## src/rtl/core/plloc_pkg.sv

```systemverilog
`timescale 1ns / 1ps
// ----------------------------------------------------------------------------
// PLL output rate calculator package
// Shared widths, codes and stage types for the rate calculator.
// ----------------------------------------------------------------------------
package plloc_pkg;

    localparam int REF_W   = 27;
    localparam int WORD_W  = 32;
    localparam int BYTE_W  = 8;
    localparam int RATE_W  = 45;
    localparam int STAT_W  = 2;
    localparam int DVD_W   = 39;   // full dividend, reference * intp * sdiv plus fraction
    localparam int REM_W   = 28;   // divisor and remainder width
    localparam int CFG_IDX_W = 3;
    localparam int CFG_DAT_W = 8;

    localparam logic [WORD_W-1:0] FRAC_HALF = 32'h8000_0000;
    localparam logic [3:0]        HS_SEL_CODE = 4'd4;

    typedef enum logic [STAT_W-1:0] {
        ST_RUN    = 2'd0,
        ST_STOP   = 2'd1,
        ST_BYPASS = 2'd2,
        ST_ZERO   = 2'd3
    } plloc_status_t;

    typedef enum logic [CFG_IDX_W-1:0] {
        CFG_PRE_PRESENT  = 3'd0,
        CFG_POST_PRESENT = 3'd1,
        CFG_PRE_EXT      = 3'd2,
        CFG_POST_EXT     = 3'd3,
        CFG_SIGNED_FRAC  = 3'd4,
        CFG_FIXED_DIV    = 3'd5,
        CFG_REVISION     = 3'd6
    } plloc_cfg_idx_t;

    typedef struct packed {
        logic             pre_present;
        logic             post_present;
        logic             pre_ext;
        logic             post_ext;
        logic             signed_frac;
        logic [BYTE_W-1:0] fixed_div;
        logic             revision;
    } plloc_cfg_t;

    // One request in flight through the divider chain.
    typedef struct packed {
        logic [DVD_W-1:0] dq;      // dividend bits still to go, quotient bits shifted in
        logic [REM_W-1:0] rem;
        logic [REM_W-1:0] dsr;
        plloc_status_t    status;
        logic             dbl;
    } plloc_div_t;

    function automatic logic [BYTE_W:0] scaler(input logic present, input logic ext,
                                                input logic [BYTE_W-1:0] raw);
        logic [BYTE_W:0] res;
        begin
            res = {{BYTE_W{1'b0}}, 1'b1};
            if (present)
            begin
                if (ext)
                    res = {5'd0, raw[7:4]} + 9'd1;
                else
                    res = {1'b0, raw};
            end
            return res;
        end
    endfunction

endpackage

```

## src/rtl/core/plloc_front.sv

```systemverilog
`timescale 1ns / 1ps
// ----------------------------------------------------------------------------
// Front end
// Decodes the register snapshot and forms dividend and divisor in three
// registered stages: two of multiplies, then the fraction adjustment.
// ----------------------------------------------------------------------------
module plloc_front (
    input  logic                 clk,
    input  logic                 rst_n,
    input  logic                 en,
    input  logic                 in_valid,
    input  plloc_pkg::plloc_cfg_t cfg,
    input  logic [26:0]          reference_rate,
    input  logic [31:0]          control_word,
    input  logic [31:0]          control2_word,
    input  logic [31:0]          fraction_word,
    input  logic [7:0]           pre_scaler_raw,
    input  logic [7:0]           post_scaler_raw,
    output logic                 out_valid,
    output plloc_pkg::plloc_div_t out_d
);
    import plloc_pkg::*;

    // Stage A registers
    logic              a_valid_reg;
    logic [34:0]       a_base_reg, a_base_next;
    logic [58:0]       a_fprod_reg, a_fprod_next;
    logic [26:0]       a_ref_reg;
    logic [4:0]        a_sdiv_reg;
    logic              a_fen_reg, a_fneg_reg, a_byp_reg, a_dbl_reg;
    logic [15:0]       a_pp_reg, a_pp_next;
    logic [12:0]       a_sf_reg, a_sf_next;
    plloc_status_t     a_stat_reg, a_stat_next;

    // Stage B registers
    logic              b_valid_reg;
    logic [37:0]       b_base_reg, b_base_next;
    logic [30:0]       b_fterm_reg, b_fterm_next;
    logic [63:0]       b_fprod_full;
    logic [REM_W-1:0]  b_dsr_reg, b_dsr_next;
    logic              b_fen_reg, b_fneg_reg, b_dbl_reg;
    plloc_status_t     b_stat_reg;

    // Stage C registers
    logic              c_valid_reg;
    plloc_div_t        c_d_reg, c_d_next;

    logic [BYTE_W:0]   pre_v, post_v;
    logic [7:0]        intp_v;
    logic [4:0]        sdiv_v, sout_v;
    logic [31:0]       frac_v;
    logic              byp_v, fneg_v;

    // Decode and first products.
    always_comb
    begin
        pre_v  = scaler(cfg.pre_present, cfg.pre_ext, pre_scaler_raw);
        post_v = scaler(cfg.post_present, cfg.post_ext, post_scaler_raw);
        intp_v = {1'b0, control_word[30:24]} + 8'd1;
        sdiv_v = {1'b0, control_word[15:12]} + 5'd1;
        sout_v = {1'b0, control_word[19:16]} + 5'd1;
        byp_v  = control_word[2] | control_word[21];
        fneg_v = cfg.signed_frac & fraction_word[31];
        if (!cfg.signed_frac)
            frac_v = fraction_word;
        else if (fraction_word[31])
            frac_v = FRAC_HALF - {1'b0, fraction_word[30:0]};
        else
            frac_v = {1'b0, fraction_word[30:0]};
        a_base_next  = 35'(reference_rate * intp_v);
        a_fprod_next = 59'(reference_rate * frac_v);
        a_pp_next    = 16'(pre_v[7:0] * post_v[7:0]);
        a_sf_next    = 13'(sout_v * cfg.fixed_div);
        if (control_word[5] | control_word[6])
            a_stat_next = ST_STOP;
        else if (pre_v == '0 || post_v == '0 || (!byp_v && cfg.fixed_div == '0))
            a_stat_next = ST_ZERO;
        else if (byp_v)
            a_stat_next = ST_BYPASS;
        else
            a_stat_next = ST_RUN;
    end

    // Second products.
    always_comb
    begin
        b_fprod_full = 64'(a_fprod_reg * a_sdiv_reg);
        b_fterm_next = b_fprod_full[62:32];
        if (a_byp_reg)
        begin
            b_base_next = {11'd0, a_ref_reg};
            b_dsr_next  = {12'd0, a_pp_reg};
        end
        else
        begin
            b_base_next = 38'(a_base_reg * a_sdiv_reg);
            b_dsr_next  = 28'(a_pp_reg * a_sf_reg);
        end
    end

    // Fraction adjustment and divisor guard.
    always_comb
    begin
        c_d_next.rem    = '0;
        c_d_next.status = b_stat_reg;
        c_d_next.dbl    = b_dbl_reg;
        c_d_next.dsr    = (b_stat_reg == ST_STOP || b_stat_reg == ST_ZERO) ? 28'd1 : b_dsr_reg;
        if (!b_fen_reg)
            c_d_next.dq = {1'b0, b_base_reg};
        else if (b_fneg_reg)
            c_d_next.dq = {1'b0, b_base_reg} - {8'd0, b_fterm_reg};
        else
            c_d_next.dq = {1'b0, b_base_reg} + {8'd0, b_fterm_reg};
    end

    // Control state.
    always_ff @(posedge clk or negedge rst_n)
    begin
        if (!rst_n)
        begin
            a_valid_reg <= 1'b0;
            b_valid_reg <= 1'b0;
            c_valid_reg <= 1'b0;
        end
        else if (en)
        begin
            a_valid_reg <= in_valid;
            b_valid_reg <= a_valid_reg;
            c_valid_reg <= b_valid_reg;
        end
    end

    // Payload.
    always_ff @(posedge clk)
    begin
        if (en)
        begin
            a_base_reg  <= a_base_next;
            a_fprod_reg <= a_fprod_next;
            a_ref_reg   <= reference_rate;
            a_sdiv_reg  <= sdiv_v;
            a_fen_reg   <= control_word[3] & ~byp_v;
            a_fneg_reg  <= fneg_v;
            a_byp_reg   <= byp_v;
            a_dbl_reg   <= cfg.revision ? control2_word[9]
                                        : (control2_word[7:4] == HS_SEL_CODE);
            a_pp_reg    <= a_pp_next;
            a_sf_reg    <= a_sf_next;
            a_stat_reg  <= a_stat_next;
            b_base_reg  <= b_base_next;
            b_fterm_reg <= b_fterm_next;
            b_dsr_reg   <= b_dsr_next;
            b_fen_reg   <= a_fen_reg;
            b_fneg_reg  <= a_fneg_reg;
            b_dbl_reg   <= a_dbl_reg;
            b_stat_reg  <= a_stat_reg;
            c_d_reg     <= c_d_next;
        end
    end

    assign out_valid = c_valid_reg;
    assign out_d     = c_d_reg;

endmodule

```

## config.mk

```make
export PLATFORM = sky130hd
export DESIGN_NAME = plloc_front
export DESIGN_NICKNAME = d
export VERILOG_FILES = /design/src/rtl/core/plloc_pkg.sv /design/src/rtl/core/plloc_front.sv
export SDC_FILE = /design/constraint.sdc
export NUM_CORES = 2
export LEC_CHECK = 0
export ABC_AREA = 1
export BUFFER_PORTS_ARGS = -buffer_cell sky130_fd_sc_hd__buf_2
export CORE_MARGIN = 2
export CORE_UTILIZATION = 42
export DETAILED_ROUTE_END_ITERATION = 7
export SLEW_MARGIN = 20
export SYNTH_ARGS = -nofsm -noshare
export SYNTH_HDL_FRONTEND = slang
export SYNTH_SLANG_ARGS = --single-unit
```

## constraint.sdc

```tcl
create_clock -name clk -period 8.3 [get_ports clk]
set_input_delay 0.83 -clock clk [delete_from_list [all_inputs] [get_ports clk]]
set_output_delay 0.83 -clock clk [all_outputs]
set_load 0.05 [all_outputs]
```

==> summary.md <==
| Metric | Value |
|---|---|
| Status | `complete, no violations` |
| Die height | `434 um` |
| Via count | `65400` |
| Startpoint Class | `input port` |
| Register area share after synthesis | `13.0%` |
| Setup_tns | `0 ns` |
| Initial antenna violation count | `13` |
| CP max FO | `11` |
| Vias per inst | `5.11` |
| Worst Max-Slew Pin Slew | `1.14 ns` |
| GRT Residual Overflow | `0` |
| Setup crit end | `a_fprod_reg[50]$_DFFE_PP_` |
| Most common cell after layout, fill and taps aside | `nand2_1` |
| Final setup viols | `0` |
| Relative slew slack | `23.6%` |
| Synth cell types | `56` |
| Num ports | `256` |
| Port bufs | `188` |
| Worst skew pair latency | `0.65 ns` |
| R2R Setup Slk | `2.61 ns` |
| Final Hold Fails | `0` |
| Largest area contributor in the netlist | `fa_1` |
| Clock skew | `0.0392 ns` |
| Initial core utilization | `42.3%` |
| Post-synth ARST share | `0.893%` |
| Core box area | `183000 sq um` |
| Fillers | `18600` |
| Clock buffer count from CTS | `42` |
| CTS hold repair buffers | `1` |
| GRT Resource Usage Total | `26.8%` |
| Clock root cell | `clkbuf_16` |
| Primary FF master, synth | `edfxtp_1` |
| CP Class | `input port to register` |
| Max-slew violation count | `0` |
| Reg2reg end | `b_dsr_reg[15]$_DFFE_PP_` |
| Synth top area share | `35.5%` |
| Pre-antenna DRT Iters | `8` |
| DRT iter0 DRCs | `4847` |
| Area growth, synth to finish | `7.53%` |
| CTS sink count | `336` |
| Crit Reg-Reg Startpoint | `a_pp_reg[7]$_DFFE_PP_` |
| WP data arrival | `7.98 ns` |
| RD Place Congestion | `0.975` |
| DRT antenna net count | `0` |
| Syn avg cell area | `7.63 sq um` |
| Final min period | `7.64 ns` |
| Slowest cell delay on critical path | `0.60 ns` |
| Synth Register Bits | `336` |
| Routed WL per cell | `19.2 um` |
| Number of flip-flops in the largest register | `70` |
| Syn Inst Count | `10200` |
| Vias in the first global route | `68200` |
| Critical path origin | `fraction_word[1]` |
| Crit. End Element | `register` |
| TritonCTS clock tree | `yes` |
| Post-synth EDFFs | `333` |
| Final net count | `12400` |
| First-pass GRT wire length | `388000 um` |
| RSZ-0062 raised after global routing | `false` |
| Post-route DRC violation count | `0` |
| CTS H-tree lvls | `2` |
| Period utilisation layout | `92.0%` |
| Largest net degree at the start of global routing | `149` |
| CP max-delay cell | `fa_1` |
| MaxCap Viol Count | `0` |
| Clock transition at the registers of the reported paths | `0.06 ns` |
| DIE WIDTH | `434 um` |
| Number of synthesis warnings | `0` |
| Cell Area, Synth | `77500 sq um` |
| R2R depth | `18` |
| Upper clock frequency limit | `131 MHz` |
| Area contributors post-synth | `fa_1 35%, nand2_1 13%, edfxtp_1 13%` |
| PostCTS Resize Cnt | `0` |
| Post-CTS setup buffer count | `0` |
| Final WL | `246000 um` |
| Clock Tree Buf Depth | `3` |
| Layout cells sized above 1 | `5.68%` |
| Min-delay worst type | `register to register` |
| Die area | `188000 sq um` |
| CP required | `8.65 ns` |
| DP HPWL | `208000 um` |
| Most frequent cells in the layout | `2670 x nand2_1, 2351 x inv_1, 1374 x fa_1` |
| FP Rows | `157` |
## metrics by stage
step / area, sq um / util (%) / instances / hold WS, ns / setup slack [ns]
after floorplan: 77600 / - / 10200 / 0.400 / 0.491
after global placement: 81800 / 44.6 / 12700 / 0.402 / 0.0204
after detailed placement: 81800 / 44.6 / 12700 / 0.405 / 0.00944
after CTS: 83300 / 45.5 / 12800 / 0.386 / 0.656
after global routing: 83400 / 45.5 / 12800 / 0.415 / 0.158
final: 83400 / 45.5 / 12800 / 0.419 / 0.664
## layer usage
| metal | GRT usage (%) | part of all wire, % |
|---|---|---|
| met1 | 35.7 | 43 |
| met2 | 44.4 | 46 |
| met3 | 3.71 | 6.9 |
| met4 | 9.78 | 4.2 |
| met5 | 0 | 0.0053 |
## critical path, delay by kind of cell
kind | cells | cell delay [ns]
AND/OR/NAND/NOR | 13 | 1.23
buffers and inverters | 11 | 0.99
adder cells (fa/ha/maj) | 9 | 4.22
AO/OA/AOI/OAI | 3 | 0.69
## cell type report
| type | count | area, sq um | area share [%] |
|---|---|---|---|
| antenna | 9 | 22.5 | 0.0270 |
| clock buffer | 52 | 1090 | 1.31 |
| clock inverter | 26 | 375 | 0.450 |
| inverter | 2382 | 8950 | 10.7 |
| multi-input combinational | 7131 | 57100 | 68.4 |
| sequential | 336 | 10100 | 12.1 |
| tap | 2464 | 3080 | 3.70 |
| timing repair buffer | 406 | 2730 | 3.28 |
## how the worst min path moves through the flow
stage | startpoint | end | slack, ns | cells after the start
floorplan | a_dbl_reg$_DFFE_PP_ | b_dbl_reg$_DFFE_PP_ | 0.40 | 0
global placement | a_stat_reg[0]$_SDFFCE_PP1P_ | b_stat_reg[0]$_DFFE_PP_ | 0.40 | 0
detailed placement | b_stat_reg[1]$_DFFE_PP_ | out_d[2]$_DFFE_PP_ | 0.40 | 0
CTS | in_valid | a_valid_reg$_DFFE_PN0P_ | 0.39 | 3
global route | in_valid | a_valid_reg$_DFFE_PN0P_ | 0.42 | 3
finish | a_fen_reg$_DFFE_PP_ | b_fen_reg$_DFFE_PP_ | 0.42 | 0
## cell usage after synthesis (all sizes together) (24+ instances only)
cell type and count:
nand2 2706, inv 2375, fa 1374, nor2 1011, ha 538, nand3 420
a21oi 347, edfxtp 333, o21ai 258, clkbuf 242, xor2 106, buf 97
nand4 58, nor3 57, xnor2 49, o21bai 40, nand3b 27, or2 24
## kinds of logic after synthesis
group / after synthesis / synth area share [%]
and+or+nand+nor: 4321 / 22.5
buffers and inverters: 2721 / 13.6
adders and majority gates: 1912 / 44.2
AOI/OAI and AO/OA: 714 / 4.99
DFF: 336 / 13.0
xor gates and xnor gates: 155 / 1.75
other: 1 / 0.00484
muxes: 1 / 0.0145
Power is not shown: default switching activity piles up to over one toggle a cycle in this logic, so the estimate is an artifact.
