==> config.mk <==
export PLATFORM = sky130hd
export DESIGN_NAME = plloc_div_cell
export DESIGN_NICKNAME = d
export VERILOG_FILES = /design/src/rtl/core/plloc_pkg.sv /design/src/rtl/core/plloc_div_cell.sv
export SDC_FILE = /design/constraint.sdc
export NUM_CORES = 1
export LEC_CHECK = 0
export CORE_MARGIN = 4
export CORE_UTILIZATION = 68
export DETAILED_ROUTE_END_ITERATION = 7
export DONT_BUFFER_PORTS = 1
export PLACE_DENSITY = 0.84
export SYNTH_ARGS = -nofsm -noshare
export SYNTH_HDL_FRONTEND = slang
export SYNTH_SLANG_ARGS = --single-unit
==> constraint.sdc <==
create_clock -name clk -period 1.15 [get_ports clk]
set_clock_uncertainty 0.1 [all_clocks]
set_input_delay 0.1725 -clock clk [delete_from_list [all_inputs] [get_ports clk]]
set_output_delay 0.1725 -clock clk [all_outputs]
set_load 0.05 [all_outputs]
==> src/rtl/core/plloc_pkg.sv <==
`timescale 1ns / 1ps
// ----------------------------------------------------------------------------
// PLL output rate calculator package
// Shared widths, codes and stage types for the rate calculator.
// ----------------------------------------------------------------------------
package plloc_pkg;

    localparam int REF_W   = 27;
    localparam int WORD_W  = 32;
    localparam int BYTE_W  = 8;
    localparam int RATE_W  = 45;
    localparam int STAT_W  = 2;
    localparam int DVD_W   = 39;   // full dividend, reference * intp * sdiv plus fraction
    localparam int REM_W   = 28;   // divisor and remainder width
    localparam int CFG_IDX_W = 3;
    localparam int CFG_DAT_W = 8;

    localparam logic [WORD_W-1:0] FRAC_HALF = 32'h8000_0000;
    localparam logic [3:0]        HS_SEL_CODE = 4'd4;

    typedef enum logic [STAT_W-1:0] {
        ST_RUN    = 2'd0,
        ST_STOP   = 2'd1,
        ST_BYPASS = 2'd2,
        ST_ZERO   = 2'd3
    } plloc_status_t;

    typedef enum logic [CFG_IDX_W-1:0] {
        CFG_PRE_PRESENT  = 3'd0,
        CFG_POST_PRESENT = 3'd1,
        CFG_PRE_EXT      = 3'd2,
        CFG_POST_EXT     = 3'd3,
        CFG_SIGNED_FRAC  = 3'd4,
        CFG_FIXED_DIV    = 3'd5,
        CFG_REVISION     = 3'd6
    } plloc_cfg_idx_t;

    typedef struct packed {
        logic             pre_present;
        logic             post_present;
        logic             pre_ext;
        logic             post_ext;
        logic             signed_frac;
        logic [BYTE_W-1:0] fixed_div;
        logic             revision;
    } plloc_cfg_t;

    // One request in flight through the divider chain.
    typedef struct packed {
        logic [DVD_W-1:0] dq;      // dividend bits still to go, quotient bits shifted in
        logic [REM_W-1:0] rem;
        logic [REM_W-1:0] dsr;
        plloc_status_t    status;
        logic             dbl;
    } plloc_div_t;

    function automatic logic [BYTE_W:0] scaler(input logic present, input logic ext,
                                                input logic [BYTE_W-1:0] raw);
        logic [BYTE_W:0] res;
        begin
            res = {{BYTE_W{1'b0}}, 1'b1};
            if (present)
            begin
                if (ext)
                    res = {5'd0, raw[7:4]} + 9'd1;
                else
                    res = {1'b0, raw};
            end
            return res;
        end
    endfunction

endpackage

==> src/rtl/core/plloc_div_cell.sv <==
`timescale 1ns / 1ps
// ----------------------------------------------------------------------------
// Divider cell
// One restoring division step: takes the next dividend bit into the
// remainder and shifts one quotient bit in.
// ----------------------------------------------------------------------------
module plloc_div_cell (
    input  logic                 clk,
    input  logic                 rst_n,
    input  logic                 en,
    input  logic                 in_valid,
    input  plloc_pkg::plloc_div_t in_d,
    output logic                 out_valid,
    output plloc_pkg::plloc_div_t out_d
);
    import plloc_pkg::*;

    logic              valid_reg;
    plloc_div_t        d_reg, d_next;
    logic [REM_W:0]    trial;
    logic [REM_W:0]    diff;
    logic              ge;

    // Compare and subtract.
    always_comb
    begin
        trial  = {in_d.rem, in_d.dq[DVD_W-1]};
        diff   = trial - {1'b0, in_d.dsr};
        ge     = trial >= {1'b0, in_d.dsr};
        d_next = in_d;
        d_next.rem = ge ? diff[REM_W-1:0] : trial[REM_W-1:0];
        d_next.dq  = {in_d.dq[DVD_W-2:0], ge};
    end

    always_ff @(posedge clk or negedge rst_n)
    begin
        if (!rst_n)
            valid_reg <= 1'b0;
        else if (en)
            valid_reg <= in_valid;
    end

    always_ff @(posedge clk)
    begin
        if (en)
            d_reg <= d_next;
    end

    assign out_valid = valid_reg;
    assign out_d     = d_reg;

endmodule

==> impl_metrics.csv, run 1 <==
group,metric,value,unit
yosys,synthCells,401,
yosys,async_flop_share,0.01010,
cts,postCtsSetupBuffers,22,
floorplan,fp.dieH,92.87,um
cts,htreeDepth,3,
outcome,status,"did not finish",
yosys,syn_nets,532,
outcome,firstError,"[ERROR DPL-0038] Utilization greater than 100%, impossible to legalize",
yosys,yosys.area.top_type,"edfxtp_1",
placed_design,port_buffers,0,
yosys,synthTopCellsByArea,"edfxtp_1, ha_1, o21ai_0, nand2_1, inv_1",
yosys,yosys_warnings,0,
yosys,yosysTopAreaCellShare,0.6009,
floorplan,dieWidth,92.87,um
cts,cts_sinks,99,
placed_design,gp_congestion,0.9473,
yosys,synth_edf_count,98,
cts,hold_buffers,97,
placed_design,dp_hpwl,14.14,mm
floorplan,row_count,30,
yosys,ys.flop_type,"edfxtp_1",
yosys,synth.avg_cell_area,12.21,sq um
yosys,synth.yosys.seq_area_share,0.6060,
cts,cts_resized,150,
floorplan,initial_core_util,0.7091,
cts,cts_inserted_buffers,9,
yosys,synth-seq-cells,99,
outcome,lastStage,"4_1_cts",
yosys,synth_area,4897,sq um
yosys,ys_types,52,
cts,clockBufferDepth,2,
cts,cts-root-buf,"clkbuf_8",
floorplan,top_level_ports,201,
[Yosys cell counts, drive strengths merged, types with 6 or more instances]
cell and number:
ha 28, xnor2 9, nand3 12, nand2 40, nand4 6, o21bai 6
inv 39, a21oi 26, nor2b 9, o21ai 34, a21o 6, edfxtp 98
xor2 11, nor2 16
[cells by family after synthesis]
logic type | after synthesis | share of synthesized area
adders and majority gates | 29 | 0.07563
DFF | 99 | 0.6060
muxes | 2 | 0.004343
buffers and inverters | 49 | 0.04139
AOI/OAI and AO/OA | 103 | 0.1372
and+or+nand+nor | 99 | 0.09964
xor gates and xnor gates | 20 | 0.03577
[metrics by stage]
stage,utilization,instances,TNS (ps),setup WS [ps],cell area (sq um)
2_1_floorplan,-,401,-31820,-1185,5116
3_3_place_gp,0.9382,662,-36580,-1353,6480
3_5_place_dp,0.9382,662,-47150,-1794,6480
==> inputs of run 2 (changes only) <==
CORE_UTILIZATION = 40   (was 68)
PLACE_DENSITY = not set   (was 0.84)
PLACE_DENSITY_LB_ADDON = 0.15   (was not set)
==> run 2 against run 1 <==
Net effect: the flow now finishes, with violations (negative hold slack, negative setup slack); synthesized cell count did not move; area after synthesis did not move.
==> impl_metrics.csv, run 2 <==
group,metric,value,unit
cts,insertion_delay,350,ps
yosys,synth_edf_count,98,
setup_path,cp.required,1240,ps
yosys,synth.avg_cell_area,12.21,sq um
cts,cts-root-buf,"clkbuf_16",
yosys,ys.flop_type,"edfxtp_1",
flow_run,drv_cap,0,
sta,period_minus_slack,2205,ps
min_path,holdCritPathClass,"in -> reg",
yosys,syn_nets,532,
cells_and_area,largest_reg_flops,98,
cells_and_area,area_growth_syn_to_layout,78.46,%
yosys,synthCells,401,
cts,hold_buffers,98,
cells_and_area,fillers,801,
setup_path,worstSetupStartpointType,"primary input",
sta,slew_headroom,0.7408,
cts,clockBufferDepth,2,
sta,hold_violations,98,
yosys,synthTopCellsByArea,"edfxtp_1, ha_1, o21ai_0, nand2_1, inv_1",
power_and_ir_drop,power_density,1370,nW/um^2
detailed_routing,vias,4302,
detailed_routing,ant_nets,0,
cells_and_area,antenna-diode-count,0,
floorplan,top_level_ports,201,
detailed_routing,drt_wl_total,15.96,mm
yosys,yosysTopAreaCellShare,0.6009,
cells_and_area,final_core_util,0.7276,
yosys,ys_types,52,
floorplan,core,12010,sq um
setup_path,crit_slowest_cell,"a211oi_2",
sta,setup_viol,128,
placed_design,dp_hpwl,10.08,mm
cts,cts_sinks,99,
outcome,status,"finished, violations left",
cells_and_area,nets,832,
sta,post-route-period-util,1.917,
power_and_ir_drop,irDropWorstVdd,0.9155,mV
yosys,synth_area,4897,sq um
global_route,antenna_found_initial,0,
setup_path,crit_chain,"inv_12, ha_4, fa_2, nor2b_2, o211ai_1, a211oi_2, buf_4, nor2_2, o221ai_2, a311o_1, buf_4, a21oi_2, o211ai_1",
yosys,synth-seq-cells,99,
setup_path,worstPathMaxFanout,3,
yosys,yosys_warnings,0,
global_route,grt_usage,0.2284,
cts,htreeDepth,3,
sta,rsz0062_at_grt,"true",
floorplan,die_area,14080,sq um
min_path,hold_depth,0,
floorplan,row_count,40,
detailed_routing,viasPerCell,5.049,
sta,fmax,453.6,MHz
setup_path,arrival,2290,ps
power_and_ir_drop,power.leakage,3.622,nW
sta,whs,-158.3,ps
detailed_routing,firstDrtPassIters,4,
cells_and_area,final_cell_mix,"buf_6, dlygate4sd3_1, edfxtp_1",
detailed_routing,wl_per_cell,18.74,um
floorplan,dieWidth,118.7,um
placed_design,port_buffers,0,
detailed_routing,drcViolationCount,0,
cts,cts_inserted_buffers,9,
cells_and_area,drive_above_1_share,0.3986,
global_route,grt_pass1_wl,25.08,mm
setup_path,critPathMaxStageDelay,360,ps
floorplan,fp.dieH,118.7,um
cells_and_area,final_common_cell,"buf_6",
setup_path,path_class,"in -> reg",
global_route,first_global_vias,4603,
setup_path,worstSetupEndpointType,"flop",
placed_design,gp_congestion,0.8494,
sta,tightest_slew,379.0,ps
detailed_routing,drt_iter0_drc,274,
yosys,yosys.area.top_type,"edfxtp_1",
cts,cts.clk_slew.worst_paths,60,ps
cts,cts_tree,"built",
yosys,synthTopCellsByCount,"edfxtp_1, nand2_1, inv_1, o21ai_0, ha_1",
yosys,async_flop_share,0.01010,
floorplan,initial_core_util,0.4077,
sta,setup_ws,-1055,ps
yosys,synth_most_common_cell,"edfxtp_1",
global_route,grt_max_degree,100,
placed_design,place_ws,-1481,ps
outcome,violations,"negative hold slack, negative setup slack",
global_route,overflow,0,
setup_path,r2r_cells,1,
yosys,synth.yosys.seq_area_share,0.6060,
sta,drv_slew,0,
-- run 2: path summary, 6_finish.rpt --
check / from / end / slack, ps
max: in_d[97] / out_d[57] / -1050
min: en / out_d[29] / -160
max reg2reg: out_valid / out_valid / 260
min reg2reg: out_valid / out_valid / 480
max in group asynchronous: rst_n / out_valid / 370
min in group asynchronous: rst_n / out_valid / 470
-- run 2: cell type report --
| type | instances | area (sq um) | area share |
|---|---|---|---|
| timing repair buffer | 299 | 3019 | 0.3455 |
| sequential | 99 | 2968 | 0.3396 |
| multi-input combinational | 253 | 2095 | 0.2397 |
| clock buffer | 9 | 225.2 | 0.02577 |
| tap | 147 | 183.9 | 0.02105 |
| inverter | 39 | 176.4 | 0.02019 |
| clock inverter | 6 | 72.57 | 0.008304 |
-- run 2: cells by family (layout without fill, tap and decap cells) --
family / Yosys count / count (layout) / share of synthesized area
muxes: 2 / 2 / 0.004343
buffers and inverters: 49 / 353 / 0.04139
DFF: 99 / 99 / 0.6060
and+or+nand+nor: 99 / 99 / 0.09964
AOI/OAI and AO/OA: 103 / 103 / 0.1372
xor gates and xnor gates: 20 / 20 / 0.03577
adders and majority gates: 29 / 29 / 0.07563
-- run 2: repair_timing --
action / 4_1_cts / 5_1_grt
cloned: 5 / 0
setup buffers: 14 / 4
gates resized for setup: 144 / 7
endpoints found under the setup margin: 128 / 128
endpoints found under the hold margin: 195 / 99
pin swaps: 24 / 6
-- run 2: routing by layer --
metal,track usage,vias up,part of all wire
met3,0.07321,12,0.075
met2,0.4128,161,0.51
met5,0,-,0
li1,-,2080,-
met4,0.05069,0,0.012
met1,0.2633,2049,0.40
-- run 2: per-stage QoR --
step                      hold WS [ps]  setup TNS [ps]  power [mW]  instances  area [sq um]
final                           -158.3          -31000       11.98        852          8740
after floorplan                 -223.1          -31820       6.879        401          5116
after global placement          -223.1          -36730       7.983        717          6599
after detailed placement        -223.1          -39180       8.004        717          6599
after global routing            -180.6          -37590       12.47        852          8740
after CTS                       -176.0          -29750       11.95        848          8663
-- run 2: power by group --
| part | switching, mW | internal, mW |
|---|---|---|
| logic | 2.35 | 1.90 |
| clock network | 1.41 | 1.70 |
| registers | 0.183 | 4.42 |
| total | 3.95 | 8.03 |
-- run 2: worst max-delay path, delay by kind of cell --
family,cells,cell delay (ps)
AO/OA/AOI/OAI,6,1120
adder cells (fa/ha/maj),2,500
buffers and inverters,3,330
AND/OR/NAND/NOR,2,180
(Power assumes the default switching activity.)
==> inputs of run 3 (changes only) <==
PLACE_DENSITY_LB_ADDON = not set   (was 0.15)
==> run 3 against run 2 <==
Net effect: final cell count shrank 0.12%; wire length grew 4.5%; the flow still finishes with violations (negative hold slack, negative setup slack); critical path type unchanged; fmax shrank 0.31%.
==> impl_metrics.csv, run 3 (same netlist as run 2, synthesis figures left out) <==
group,metric,value,unit
detailed_routing,drt_wl_total,16.68,mm
floorplan,core,12010,sq um
cts,cts_sinks,99,
sta,fmax,452.2,MHz
global_route,grt_usage,0.2363,
detailed_routing,drcViolationCount,0,
setup_path,cp.required,1140,ps
setup_path,critical_path_buf_inv_count,1,
global_route,grt_max_degree,100,
sta,whs,-168.6,ps
setup_path,worstSetupEndpointType,"flop",
floorplan,die_area,14080,sq um
setup_path,r2r_slack,270,ps
min_path,holdCritPathClass,"in -> reg",
placed_design,gp_congestion,0.8232,
cts,cts-root-buf,"clkbuf_16",
cells_and_area,nets,830,
cts,cts_tree,"built",
sta,post-route-period-util,1.923,
setup_path,arrival,2200,ps
sta,setup_ws,-1062,ps
setup_path,crit_slowest_cell,"fa_2",
min_path,hold_depth,0,
setup_path,worstPathMaxFanout,3,
cells_and_area,final_common_cell,"buf_6",
setup_path,critPathMaxStageDelay,370,ps
setup_path,worstSetupStartpointType,"primary input",
sta,period_minus_slack,2212,ps
power_and_ir_drop,power_density,1355,nW/um^2
power_and_ir_drop,power.leakage,3.654,nW
placed_design,dp_hpwl,10.03,mm
setup_path,crit_chain,"inv_16, ha_4, fa_2, nor2b_4, o211ai_1, a211oi_2, o211ai_1, a21boi_1, o21ai_1, a211oi_2, a311oi_1",
outcome,violations,"negative hold slack, negative setup slack",
global_route,antenna_found_initial,0,
sta,tightest_slew,412.9,ps
floorplan,dieWidth,118.7,um
cts,hold_buffers,98,
floorplan,row_count,40,
sta,setup_viol,128,
detailed_routing,wl_per_cell,19.60,um
cts,clockBufferDepth,2,
sta,rsz0062_at_grt,"true",
cells_and_area,area_growth_syn_to_layout,80.81,%
setup_path,rr_endpoint,"out_valid",
detailed_routing,vias,4422,
cts,cts.clk_slew.worst_paths,70,ps
min_path,hp-start,"en",
setup_path,path_class,"in -> reg",
outcome,status,"finished, violations left",
setup_path,path_delay_family,"compound AO/OA/AOI/OAI gates",
power_and_ir_drop,irDropWorstVdd,0.8347,mV
floorplan,top_level_ports,201,
cts,htreeDepth,3,
min_path,holdPathEnd,"out_d[29]",
cells_and_area,drive_above_1_share,0.4205,
sta,drv_slew,0,
cells_and_area,final_core_util,0.7372,
cells_and_area,largest_reg_flops,98,
detailed_routing,viasPerCell,5.196,
detailed_routing,drt_iter0_drc,302,
setup_path,r2r_start,"out_valid",
cts,insertion_delay,350,ps
global_route,overflow,0,
global_route,grt_pass1_wl,25.93,mm
floorplan,fp.dieH,118.7,um
setup_path,r2r_cells,1,
placed_design,port_buffers,0,
flow_run,drv_cap,0,
floorplan,initial_core_util,0.4077,
detailed_routing,ant_nets,0,
detailed_routing,firstDrtPassIters,5,
cts,cts_inserted_buffers,9,
cells_and_area,antenna-diode-count,0,
cells_and_area,final_cell_mix,"buf_6, dlygate4sd3_1, edfxtp_1",
sta,hold_violations,98,
sta,slew_headroom,0.7231,
global_route,first_global_vias,4770,
## run 3: changes by cell type in the layout (fill, tap and decap cells not counted), moves of 3 or more
cell,change
o21ai_1,-8
buf_4,-6
nand2_1,-6
o21ai_2,+9
buf_8,+3
nand2_2,+4
## run 3: how the worst max path moves through the flow
stage | from | end | slack, ps | cells after the start
6_report | in_d[97] | out_d[51] | -1060 | 11
3_3_place_gp | in_d[23] | out_d[58] | -1670 | 10
4_1_cts | in_d[97] | out_d[57] | -950 | 11
2_1_floorplan | in_d[97] | out_d[57] | -1180 | 11
5_1_grt | in_d[7] | out_d[42] | -1140 | 12
3_5_place_dp | in_d[7] | out_d[58] | -1650 | 11
## run 3: layout make-up
type | count | area [sq um]
timing repair buffer | 297 | 3044
clock inverter | 7 | 60.06
clock buffer | 9 | 225.2
sequential | 99 | 2968
multi-input combinational | 253 | 2188
fill | 747 | 3157
tap | 147 | 183.9
inverter | 39 | 185.2
## run 3: what timing repair did
| item | 4_1_cts | 5_1_grt |
|---|---|---|
| endpoints found under the hold margin | 195 | 99 |
| gates cloned | 6 | 1 |
| gates resized for setup | 178 | 9 |
| setup endpoints to repair | 128 | 128 |
| pin swaps | 34 | 10 |
| setup buffers | 13 | 5 |
## run 3: stage by stage
step / instance area (sq um) / setup TNS (ps) / setup slack, ps / power (mW) / std cells
2_1_floorplan: 5116 / -31820 / -1185 / 6.879 / 401
3_3_place_gp: 6551 / -36810 / -1668 / 7.948 / 714
3_5_place_dp: 6551 / -37400 / -1650 / 7.974 / 714
4_1_cts: 8782 / -29630 / -953.1 / 11.94 / 846
5_1_grt: 8855 / -38570 / -1135 / 12.48 / 851
6_report: 8855 / -31780 / -1062 / 11.99 / 851
## run 3: report_power, final
part | leakage [nW] | internal (mW) | switching, mW
Combinational | 2.55 | 1.97 | 2.44
Clock | 0.137 | 1.51 | 1.46
Sequential | 0.970 | 4.42 | 0.191
## run 3: metal layers
metal,track usage,share of wire
met1,0.2733,0.38
met2,0.4217,0.52
met3,0.07799,0.084
met4,0.05793,0.017
met5,0,0
==> inputs of run 4 (changes only) <==
CORE_UTILIZATION = 68   (was 40)
PLACE_DENSITY = 0.84   (was not set)
==> run 4 against run 3 <==
Net effect: the run now fails in 4_1_cts; synthesized cell count unchanged; area after synthesis unchanged.
==> impl_metrics.csv, run 4 <==
group,metric,value,unit
yosys,synthTopCellsByArea,"edfxtp_1, ha_1, o21ai_0, nand2_1, inv_1",
outcome,lastStage,"4_1_cts",
yosys,synth_edf_count,98,
cts,cts_sinks,99,
cts,htreeDepth,3,
outcome,status,"did not finish",
outcome,firstError,"[ERROR DPL-0038] Utilization greater than 100%, impossible to legalize",
yosys,syn_nets,532,
floorplan,initial_core_util,0.7091,
yosys,synthCells,401,
yosys,yosys.area.top_type,"edfxtp_1",
cts,cts_resized,150,
yosys,synth_most_common_cell,"edfxtp_1",
yosys,yosysTopAreaCellShare,0.6009,
yosys,ys.flop_type,"edfxtp_1",
yosys,synth.avg_cell_area,12.21,sq um
floorplan,fp.dieH,92.87,um
yosys,ys_types,52,
yosys,synth.yosys.seq_area_share,0.6060,
cts,hold_buffers,97,
cts,cts-root-buf,"clkbuf_8",
cts,cts_inserted_buffers,9,
placed_design,gp_congestion,0.9473,
cts,clockBufferDepth,2,
floorplan,dieWidth,92.87,um
yosys,synthTopCellsByCount,"edfxtp_1, nand2_1, inv_1, o21ai_0, ha_1",
floorplan,row_count,30,
yosys,async_flop_share,0.01010,
cts,postCtsSetupBuffers,22,
placed_design,dp_hpwl,14.14,mm
yosys,yosys_warnings,0,
yosys,synth_area,4897,sq um
placed_design,port_buffers,0,
floorplan,top_level_ports,201,
yosys,synth-seq-cells,99,
-- run 4: cell counts after synthesis --
Identical to the previous run, type by type.
-- run 4: cell families after synthesis --
| logic type | count (synthesis) | synth area share |
|---|---|---|
| multiplexers | 2 | 0.004343 |
| XOR/XNOR | 20 | 0.03577 |
| buffers and inverters | 49 | 0.04139 |
| AO/OA/AOI/OAI | 103 | 0.1372 |
| adder cells (fa/ha/maj) | 29 | 0.07563 |
| AND/OR/NAND/NOR | 99 | 0.09964 |
| flip-flops | 99 | 0.6060 |
-- run 4: per-stage QoR --
stage	area (sq um)	setup WS (ps)	instances	hold WS, ps
after floorplan	5116	-1185	401	-223.1
after global placement	6480	-1353	662	-223.1
after detailed placement	6480	-1794	662	-223.1
